**config.mk**
```make
export PLATFORM = sky130hd
export DESIGN_NAME = preamble_detector_with_tolerance_flat
export DESIGN_NICKNAME = d
export VERILOG_FILES = /design/src/design/pdt_pkg.sv /design/src/design/pdt_symbol_if.sv /design/src/design/pdt_result_if.sv /design/src/design/preamble_detector_with_tolerance.sv /design/src/design/pdt_cell.sv /design/src/design/pdt_popcount.sv /design/src/flat_wrapper.sv
export SDC_FILE = /design/constraint.sdc
export NUM_CORES = 2
export LEC_CHECK = 0
export BUFFER_PORTS_ARGS = -buffer_cell sky130_fd_sc_hd__buf_2
export CELL_PAD_IN_SITES_DETAIL_PLACEMENT = 1
export CELL_PAD_IN_SITES_GLOBAL_PLACEMENT = 1
export CORE_UTILIZATION = 45
export DETAILED_ROUTE_END_ITERATION = 12
export GPL_ROUTABILITY_DRIVEN = 0
export GPL_TIMING_DRIVEN = 1
export PLACE_DENSITY = 0.75
export SLEW_MARGIN = 10
export SYNTH_ARGS = -nofsm -noshare
export SYNTH_HDL_FRONTEND = slang
export SYNTH_SLANG_ARGS = --single-unit
```
**constraint.sdc**
```tcl
create_clock -name clk -period 7.7 [get_ports clk]
set_clock_uncertainty 0.15 [all_clocks]
set_input_delay 0.77 -clock clk [delete_from_list [all_inputs] [get_ports clk]]
set_output_delay 0.77 -clock clk [all_outputs]
set_load 0.01 [all_outputs]
```
**src/design/pdt_pkg.sv**
```systemverilog
`timescale 1ns / 1ps
`default_nettype none
// ----------------------------------------------------------------------------
// pdt_pkg
// Shared types and constants of the preamble detector: payload widths, the
// configuration register map and the width of the length compare.
// ----------------------------------------------------------------------------
package pdt_pkg;

	// Width of the symbol field on the input channel.
	localparam int SYMBOL_W = 8;

	// Configuration port geometry.
	localparam int CFG_IDX_W  = 3;
	localparam int CFG_DATA_W = 64;

	// Preamble storage: four words of eight byte-wide symbols.
	localparam int PAT_WORDS     = 4;
	localparam int PAT_WORD_W    = 64;
	localparam int PAT_STORED    = 32;

	// Width of an effective pattern length (up to 63 symbols).
	localparam int LEN_W = 7;

	// Register indexes on the configuration port.
	typedef enum logic [CFG_IDX_W-1:0] {
		REG_LENGTH    = 3'd0,
		REG_WORD0     = 3'd1,
		REG_WORD1     = 3'd2,
		REG_WORD2     = 3'd3,
		REG_WORD3     = 3'd4,
		REG_TOLERANCE = 3'd5,
		REG_HOLDOFF   = 3'd6
	} cfg_reg_t;

endpackage
`default_nettype wire

```
**src/design/pdt_symbol_if.sv**
```systemverilog
`timescale 1ns / 1ps
`default_nettype none
// ----------------------------------------------------------------------------
// pdt_symbol_if
// Valid/ready channel that carries one received symbol per transaction.
// ----------------------------------------------------------------------------
interface pdt_symbol_if;
	logic                        valid;
	logic                        ready;
	logic [pdt_pkg::SYMBOL_W-1:0] symbol;

	modport source (output valid, output symbol, input ready);
	modport sink   (input valid, input symbol, output ready);
endinterface
`default_nettype wire

```
**src/design/pdt_result_if.sv**
```systemverilog
`timescale 1ns / 1ps
`default_nettype none
// ----------------------------------------------------------------------------
// pdt_result_if
// Valid/ready channel that carries one detection flag per transaction.
// ----------------------------------------------------------------------------
interface pdt_result_if;
	logic valid;
	logic ready;
	logic detected;

	modport source (output valid, output detected, input ready);
	modport sink   (input valid, input detected, output ready);
endinterface
`default_nettype wire

```
**src/design/preamble_detector_with_tolerance.sv**
```systemverilog
`timescale 1ns / 1ps
`default_nettype none
// ----------------------------------------------------------------------------
// preamble_detector_with_tolerance
// Sliding-window preamble correlator with a mismatch tolerance and hold-off.
// ----------------------------------------------------------------------------
// An accepted symbol passes the compare, group and sum states, then waits in
// the decide state while the last result is unread. The compare, count and
// decide pipeline runs for one symbol at a time, because the hold-off counter
// set by one symbol gates the decision of the next.
// Reset: control, fill count and hold-off clear at once; configuration
// registers take their reset values; window contents stay undefined.
// ----------------------------------------------------------------------------
module preamble_detector_with_tolerance #(
	parameter int MAX_PATTERN = 32,
	parameter int SYMBOL_BITS = 8
) (
	input  wire logic                            clk,
	input  wire logic                            arst_n,
	pdt_symbol_if.sink                           symbols,
	pdt_result_if.source                         results,
	input  wire logic                            cfg_we,
	input  wire logic [pdt_pkg::CFG_IDX_W-1:0]   cfg_index,
	input  wire logic [pdt_pkg::CFG_DATA_W-1:0]  cfg_data
);

	localparam int LEN_W  = pdt_pkg::LEN_W;
	localparam int CNT_W  = $clog2(MAX_PATTERN + 1);
	localparam int VEC_W  = MAX_PATTERN * SYMBOL_BITS;
	localparam int SH_W   = $clog2(VEC_W + 1);
	localparam int PROD_W = CNT_W + 8;

	typedef enum logic [4:0] {
		ST_IDLE   = 5'b00001,
		ST_CMP    = 5'b00010,
		ST_GRP    = 5'b00100,
		ST_SUM    = 5'b01000,
		ST_DECIDE = 5'b10000
	} state_t;

	state_t state_q;

	// Configuration registers.
	logic [5:0]                     len_q;
	logic [pdt_pkg::PAT_WORD_W-1:0] pat_word_q [pdt_pkg::PAT_WORDS];
	logic [7:0]                     tol_q;
	logic [15:0]                    hold_len_q;

	// Datapath and control state.
	logic [CNT_W-1:0]       fill_q;
	logic [15:0]            hold_q;
	logic                   out_valid_q;
	logic                   det_q;
	logic [VEC_W-1:0]       rev_pat;
	logic [VEC_W-1:0]       aligned_q;
	logic [SH_W-1:0]        align_sh;
	logic [LEN_W-1:0]       len_eff;
	logic                   accept;
	logic                   decide;
	logic                   warm;
	logic [CNT_W-1:0]       wrong;
	logic [PROD_W-1:0]      prod;
	logic                   det_d;
	logic [15:0]            hold_d;
	logic [SYMBOL_BITS-1:0] win     [MAX_PATTERN];
	logic [SYMBOL_BITS-1:0] shift_d [MAX_PATTERN];
	logic [MAX_PATTERN-1:0] mism;

	assign accept = symbols.valid && symbols.ready;
	assign decide = (state_q == ST_DECIDE) && (!out_valid_q || results.ready);

	assign symbols.ready    = (state_q == ST_IDLE);
	assign results.valid    = out_valid_q;
	assign results.detected = det_q;

	// Configuration writes.
	always_ff @(posedge clk or negedge arst_n) begin
		if (!arst_n) begin
			len_q      <= 6'd32;
			tol_q      <= 8'd1;
			hold_len_q <= 16'd1;
			for (int w = 0; w < pdt_pkg::PAT_WORDS; w++) begin
				pat_word_q[w] <= '0;
			end
		end else if (cfg_we) begin
			case (pdt_pkg::cfg_reg_t'(cfg_index))
				pdt_pkg::REG_LENGTH:    len_q         <= cfg_data[5:0];
				pdt_pkg::REG_WORD0:     pat_word_q[0] <= cfg_data;
				pdt_pkg::REG_WORD1:     pat_word_q[1] <= cfg_data;
				pdt_pkg::REG_WORD2:     pat_word_q[2] <= cfg_data;
				pdt_pkg::REG_WORD3:     pat_word_q[3] <= cfg_data;
				pdt_pkg::REG_TOLERANCE: tol_q         <= cfg_data[7:0];
				pdt_pkg::REG_HOLDOFF:   hold_len_q    <= cfg_data[15:0];
				default: ;
			endcase
		end
	end

	// Length clamped to the window size.
	assign len_eff = (LEN_W'(len_q) > LEN_W'(MAX_PATTERN)) ? LEN_W'(MAX_PATTERN)
	                                                         : LEN_W'(len_q);

	// Preamble in reversed symbol order; symbols beyond the stored ones are zero.
	for (genvar j = 0; j < MAX_PATTERN; j++) begin : g_rev
		if (j < pdt_pkg::PAT_STORED) begin : g_stored
			assign rev_pat[(MAX_PATTERN-1-j)*SYMBOL_BITS +: SYMBOL_BITS] =
				pat_word_q[j >> 3][(j & 7) * 8 +: SYMBOL_BITS];
		end else begin : g_zero
			assign rev_pat[(MAX_PATTERN-1-j)*SYMBOL_BITS +: SYMBOL_BITS] = '0;
		end
	end

	// Align the preamble so that cell i sees pattern symbol len-1-i.
	assign align_sh = SH_W'(LEN_W'(MAX_PATTERN) - len_eff) * SH_W'(SYMBOL_BITS);

	always_ff @(posedge clk) begin
		aligned_q <= rev_pat >> align_sh;
	end

	// Row of window cells, newest symbol in cell 0.
	assign shift_d[0] = symbols.symbol[SYMBOL_BITS-1:0];
	for (genvar i = 1; i < MAX_PATTERN; i++) begin : g_link
		assign shift_d[i] = win[i-1];
	end

	for (genvar i = 0; i < MAX_PATTERN; i++) begin : g_cell
		pdt_cell #(
			.SYMBOL_BITS (SYMBOL_BITS),
			.INDEX       (i)
		) u_cell (
			.clk      (clk),
			.shift_en (accept),
			.d        (shift_d[i]),
			.pat      (aligned_q[i*SYMBOL_BITS +: SYMBOL_BITS]),
			.len      (len_eff),
			.q        (win[i]),
			.mism     (mism[i])
		);
	end

	// Mismatch count.
	pdt_popcount #(
		.WIDTH (MAX_PATTERN)
	) u_popcount (
		.clk   (clk),
		.flags (mism),
		.count (wrong)
	);

	// Match decision and hold-off update.
	assign warm = LEN_W'(fill_q) < len_eff;
	assign prod = PROD_W'(wrong) * PROD_W'(tol_q);

	always_comb begin
		det_d  = 1'b0;
		hold_d = hold_q;
		if (!warm) begin
			if (hold_q != 16'd0) begin
				det_d  = (hold_q == hold_len_q);
				hold_d = hold_q - 16'd1;
			end else if ((len_eff != '0) && (prod < PROD_W'(len_eff))) begin
				hold_d = hold_len_q;
			end
		end
	end

	// Sequencer, fill count, hold-off and output register.
	always_ff @(posedge clk or negedge arst_n) begin
		if (!arst_n) begin
			state_q     <= ST_IDLE;
			fill_q      <= '0;
			hold_q      <= '0;
			out_valid_q <= 1'b0;
		end else begin
			case (state_q)
				ST_IDLE: begin
					if (accept) begin
						state_q <= ST_CMP;
						if (fill_q < CNT_W'(MAX_PATTERN)) begin
							fill_q <= fill_q + CNT_W'(1);
						end
					end
				end
				ST_CMP:    state_q <= ST_GRP;
				ST_GRP:    state_q <= ST_SUM;
				ST_SUM:    state_q <= ST_DECIDE;
				ST_DECIDE: begin
					if (decide) begin
						state_q <= ST_IDLE;
						hold_q  <= hold_d;
					end
				end
				default:   state_q <= ST_IDLE;
			endcase

			if (decide) begin
				out_valid_q <= 1'b1;
			end else if (results.ready) begin
				out_valid_q <= 1'b0;
			end
		end
	end

	always_ff @(posedge clk) begin
		if (decide) begin
			det_q <= det_d;
		end
	end

	// An accepted symbol reaches the decision stage after the compare, group and sum states.
	assert property (@(posedge clk) disable iff (!arst_n)
		accept |-> ##4 (state_q == ST_DECIDE))
		else $error("accepted symbol did not reach the decision stage");

	// The fill count never passes the window size.
	assert property (@(posedge clk) disable iff (!arst_n)
		fill_q <= CNT_W'(MAX_PATTERN))
		else $error("fill count beyond window size");

	// A detection is only reported on the first decided symbol of a running hold-off.
	assert property (@(posedge clk) disable iff (!arst_n)
		(decide && det_d) |-> (hold_q != 16'd0) && (hold_q == hold_len_q) && !warm)
		else $error("detection reported outside the first hold-off item");

	// A running hold-off counts down by one per decided symbol.
	assert property (@(posedge clk) disable iff (!arst_n)
		(decide && !warm && (hold_q != 16'd0)) |=> (hold_q == $past(hold_q) - 16'd1))
		else $error("hold-off counter did not decrement");

endmodule
`default_nettype wire

```
**src/design/pdt_cell.sv**
```systemverilog
`timescale 1ns / 1ps
`default_nettype none
// ----------------------------------------------------------------------------
// pdt_cell
// One position of the sliding window. It holds a symbol, passes it to the
// next cell on every shift and flags a mismatch against its pattern symbol.
// ----------------------------------------------------------------------------
module pdt_cell #(
	parameter int SYMBOL_BITS = 8,
	parameter int INDEX       = 0
) (
	input  wire logic                       clk,
	input  wire logic                       shift_en,
	input  wire logic [SYMBOL_BITS-1:0]     d,
	input  wire logic [SYMBOL_BITS-1:0]     pat,
	input  wire logic [pdt_pkg::LEN_W-1:0]  len,
	output logic      [SYMBOL_BITS-1:0]     q,
	output logic                            mism
);

	logic [SYMBOL_BITS-1:0] sym_q;
	logic                   mism_s1;
	logic                   active;

	// The cell takes part in the compare only inside the configured length.
	assign active = pdt_pkg::LEN_W'(INDEX) < len;

	// Window symbol, shifted in from the neighbor on each transaction.
	always_ff @(posedge clk) begin
		if (shift_en) begin
			sym_q <= d;
		end
	end

	// Registered mismatch flag for the population count.
	always_ff @(posedge clk) begin
		mism_s1 <= active && (sym_q != pat);
	end

	assign q    = sym_q;
	assign mism = mism_s1;

endmodule
`default_nettype wire

```
**src/design/pdt_popcount.sv**
```systemverilog
`timescale 1ns / 1ps
`default_nettype none
// ----------------------------------------------------------------------------
// pdt_popcount
// Two-stage registered count of the mismatch flags: byte-wide group sums,
// then the sum of the groups.
// ----------------------------------------------------------------------------
module pdt_popcount #(
	parameter int WIDTH = 32
) (
	input  wire logic                       clk,
	input  wire logic [WIDTH-1:0]           flags,
	output logic      [$clog2(WIDTH+1)-1:0] count
);

	localparam int NGRP = (WIDTH + 7) / 8;
	localparam int PW   = NGRP * 8;
	localparam int CW   = $clog2(WIDTH + 1);

	logic [PW-1:0] padded;
	logic [3:0]    grp_d  [NGRP];
	logic [3:0]    grp_s2 [NGRP];
	logic [CW-1:0] total_d;
	logic [CW-1:0] total_s3;

	assign padded = PW'(flags);

	// Sum each group of eight flags.
	always_comb begin
		for (int g = 0; g < NGRP; g++) begin
			grp_d[g] = 4'd0;
			for (int b = 0; b < 8; b++) begin
				grp_d[g] = grp_d[g] + 4'(padded[g*8+b]);
			end
		end
	end

	always_ff @(posedge clk) begin
		grp_s2 <= grp_d;
	end

	// Add the group sums.
	always_comb begin
		total_d = '0;
		for (int g = 0; g < NGRP; g++) begin
			total_d = total_d + CW'(grp_s2[g]);
		end
	end

	always_ff @(posedge clk) begin
		total_s3 <= total_d;
	end

	assign count = total_s3;

endmodule
`default_nettype wire

```
**src/flat_wrapper.sv**
```systemverilog
// flat-port wrapper written by rule: the top's interface ports become plain ports
module preamble_detector_with_tolerance_flat 
#(
	parameter int MAX_PATTERN = 32,
	parameter int SYMBOL_BITS = 8
)
  (clk, arst_n, cfg_we, cfg_index, cfg_data, symbols_valid, symbols_symbol, symbols_ready, results_valid, results_detected, results_ready);
  pdt_symbol_if symbols_i ();
  pdt_result_if results_i ();
  input  wire logic clk;
  input  wire logic arst_n;
  input  wire logic cfg_we;
  input  wire logic [pdt_pkg::CFG_IDX_W-1:0] cfg_index;
  input  wire logic [pdt_pkg::CFG_DATA_W-1:0] cfg_data;
  input wire logic [$bits(symbols_i.valid)-1:0] symbols_valid;
  input wire logic [$bits(symbols_i.symbol)-1:0] symbols_symbol;
  output wire logic [$bits(symbols_i.ready)-1:0] symbols_ready;
  output wire logic [$bits(results_i.valid)-1:0] results_valid;
  output wire logic [$bits(results_i.detected)-1:0] results_detected;
  input wire logic [$bits(results_i.ready)-1:0] results_ready;
  assign symbols_i.valid = symbols_valid;
  assign symbols_i.symbol = symbols_symbol;
  assign symbols_ready = symbols_i.ready;
  assign results_valid = results_i.valid;
  assign results_detected = results_i.detected;
  assign results_i.ready = results_ready;
  preamble_detector_with_tolerance #(.MAX_PATTERN(MAX_PATTERN), .SYMBOL_BITS(SYMBOL_BITS)) u_core (.clk(clk), .arst_n(arst_n), .symbols(symbols_i), .results(results_i), .cfg_we(cfg_we), .cfg_index(cfg_index), .cfg_data(cfg_data));
endmodule
```
==> impl_metrics.tcl <==
set metrics [dict create \
    status "complete, but fails checks" \
    violations "negative hold slack" \
    wirelength_mm 152 \
    root_buffer "clkbuf_16" \
    finalHoldViolations 1 \
    wire_per_inst_um 29.3 \
    fmax_mhz 187 \
    ioPinCount 83 \
    slowest_stage "dfstp_2" \
    worst_slew_pin_slew_ns 1.19 \
    setup_ws_ns 2.36 \
    p_sw_share_pct 43.7 \
    area_delta_synth_final_pct 11.0 \
    grt_pass1_vias 32500 \
    synth_top_area_share_pct 17.6 \
    syn_inst 3826 \
    synth_nets 4008 \
    yosysWarnings 0 \
    grt.overflow.total 0 \
    startpoint_type "flop" \
    dp_hpwl_mm 109 \
    fin_crit_ns 5.34 \
    cts_tree "yes" \
    cts_max_path_buffers 3 \
    whs_ns -0.000596 \
    antenna_found_initial 23 \
    postCtsHoldBufs 0 \
    synth_area_per_cell_um2 11.5 \
    grt_pass1_wl_mm 222 \
    crit_buf_inv 1 \
    ys.flop_type "dfxtp_1" \
    grtUsageTotal_pct 30.5 \
    post_cts_resized 0 \
    yosysTopAreaCell "dfrtp_1" \
    layout-drive-gt1-share_pct 16.0 \
    viasPerCell 6.09 \
    place_inst 5001 \
    layout.nets 4002 \
    die_y_um 315 \
    portBuffers 82 \
    crit_top_cell "fa_1" \
    firstDrtPassIters 7 \
    vdd_ir_drop_max_v 0.000249 \
    finalPower_w 0.0236 \
    period_share_pct 69.3 \
    cp.depth 16 \
    cts_setup_buffers 0 \
    setup_viol 0 \
    crit_family "adder cells" \
    cellLeakagePower_nw 20.7 \
    vias 31600 \
    p_sw_w 0.0103 \
    final_cells 5185 \
    cts_max_level 3 \
    critPathKind "flop to flop" \
    clk_pin_slew_worst_paths_ns 0.06 \
    fin_util_pct 50.5 \
    slew_headroom_pct 20.1 \
    synth_seq_area_share_pct 49.5 \
    ys_seq_elements 881 \
    core-area_mm2 0.0967 \
    critPathCaptureType "flop" \
    numCtsBuffers 93 \
    synth-edff-count 257 \
    p_per_area_mw_per_mm2 484 \
    critical_path.max_fanout 7 \
    row_count 114 \
    async_flop_share_pct 35.6 \
    seqPwrFrac_pct 32.2 \
    max_stage_delay_ns 0.60 \
    intPower_w 0.0133 \
    drv_cap 0 \
    drt_iter0_drc 3196 \
    pre_cts_ws_ns 2.39 \
    ys_types 70 \
    synthTopCellsByArea "dfrtp_1 18%, edfxtp_1 18%, dfxtp_1 14%" \
    die_area_mm2 0.0990 \
    worstPathRequired_ns 8.06 \
    fp.dieW_um 315 \
    insertion_delay_ns 0.69 \
    power_frac_comb_pct 46.8 \
    netlist_area_mm2 0.0440 \
    clockPowerShare_pct 20.9 \
    grt_max_degree 180 \
    rsz0062_at_grt "false" \
    finalSetupTns_ns 0 \
    drtAntennaViolNets 0 \
    min_path_type "primary input to async pin" \
    cp.arrival_ns 5.70 \
    drc_errors 0 \
    r2r_cells 16 \
    finalMaxSlewViolations 0 \
    start_util_pct 45.5 \
    cts_sinks 881 \
    critical_path.cell_chain "nand2_1 -> fa_1 -> fa_1 -> fa_1 -> inv_1 -> ha_1 -> xor2_1 -> ha_1 -> a21o_1 -> a211oi_1 -> nand3_1 -> nor4_1 -> and4_4 -> and4_1 -> mux2i_1 -> a41oi_1" \
]
==> logic make-up (layout without fill, tap and decap cells) <==
kind of cell	count (synthesis)	in the layout	synth area share, %
adder cells (fa/ha/maj)	102	102	3.74
XOR/XNOR	289	289	5.77
buffers and inverters	325	400	3.30
flip-flops	881	881	49.5
AND/OR/NAND/NOR	878	878	9.71
other	0	8	0
multiplexers	872	872	20.7
AO/OA/AOI/OAI	479	479	7.26
==> state kept, by name, summed over array words and instances (netlist names), 8 cells and up <==
| name | count |
|---|---|
| u_core.tol_q | 8 |
| u_core.g_cell.u_cell.mism | 32 |
| u_core.aligned_q | 256 |
| u_core.hold_len_q | 16 |
| u_core.hold_q | 16 |
| u_core.pat_word_q | 256 |
| u_core.u_popcount.grp_s2 | 16 |
| u_core.g_cell.u_cell.q | 256 |
==> final cells by class <==
type	count	area [um^2]
Fill cell	10200	47900
Sequential cell	881	21800
Multi-Input combinational cell	2620	20800
Clock buffer	119	2550
Tap cell	1276	1600
Timing Repair Buffer	130	881
Clock inverter	57	795
Inverter	94	354
Antenna cell	8	20.0
==> metal layers <==
metal	wire [um]	vias to the layer above	GRT usage (%)
met5	37	-	0
met2	68400	1318	47.2
li1	-	13700	-
met1	65000	16200	41.7
met3	10600	344	4.66
met4	7890	6	15.2
==> through the flow <==
stage / hold slack (ns) / area [um^2]
final: -0.000596 / 48800
after detailed placement: 0.303 / 45400
after CTS: 0.0461 / 48800
after floorplan: 0.282 / 44000
after global routing: 0.108 / 48800
after global placement: 0.292 / 45400
==> synth_stat cells, drive strengths merged (8+ instances only) <==
cell,number
a211oi,96
a21oi,140
a22o,12
a22oi,16
a31o,8
a31oi,39
a32o,44
and2,109
and3,24
buf,105
clkbuf,126
dfrtp,310
dfxtp,310
edfxtp,257
fa,49
ha,53
inv,94
mux2,290
mux2i,582
nand2,314
nand2b,8
nand3,74
nand4,11
nor2,166
nor2b,36
nor3,25
nor4,76
o21ai,79
o22ai,11
or3,12
xnor2,10
xor2,279
==> power groups by stage <==
stage	Clock [W]	Sequential, W	Combinational (W)
2_1_floorplan	0	0.00717	0.00741
3_3_place_gp	0	0.00756	0.0105
6_report	0.00494	0.00762	0.0111
3_5_place_dp	0	0.00764	0.0108
4_1_cts	0.00497	0.00758	0.0109
5_1_grt	0.00513	0.00770	0.0119
==> worst reg2reg max path: stages (launching register included) <==
cell and delay, ns:
dfstp_2 0.60, nand2_1 0.10, fa_1 0.54, fa_1 0.55, fa_1 0.56, inv_1 0.05, ha_1 0.35, xor2_1 0.17
ha_1 0.31, a21o_1 0.19, a211oi_1 0.17, nand3_1 0.10, nor4_1 0.35, and4_4 0.31, and4_1 0.39, mux2i_1 0.22
a41oi_1 0.06
==> final timing paths <==
check / start / to / slack (ns)
max: u_core.tol_q[0] / u_core.hold_q[6] / 2.36
min: arst_n / u_core.pat_word_q[28] / -0.0006
max reg2reg: u_core.tol_q[0] / u_core.hold_q[6] / 2.36
min reg2reg: u_core.u_popcount.grp_s2[12] / u_core.u_popcount.count[0] / 0.31
max in group asynchronous: arst_n / u_core.pat_word_q[137] / 5.91
min in group clk: symbols_symbol[2] / u_core.g_cell[0].u_cell.q[2] / 0.11
==> cell usage in the layout, fill, tap and decap left out, types with 74 or more instances in the layout <==
master	netlist	layout
nand2_1	314	313
nand3_1	74	74
nor2_1	164	162
o21ai_0	77	77
and2_1	109	107
clkbuf_16	0	95
xor2_1	278	278
mux2i_1	582	582
inv_1	94	93
dfrtp_1	310	310
a211oi_1	95	95
a21oi_1	140	140
dfxtp_1	310	310
mux2_2	290	290
buf_2	52	81
edfxtp_1	257	257
(Power assumes the default switching activity.)
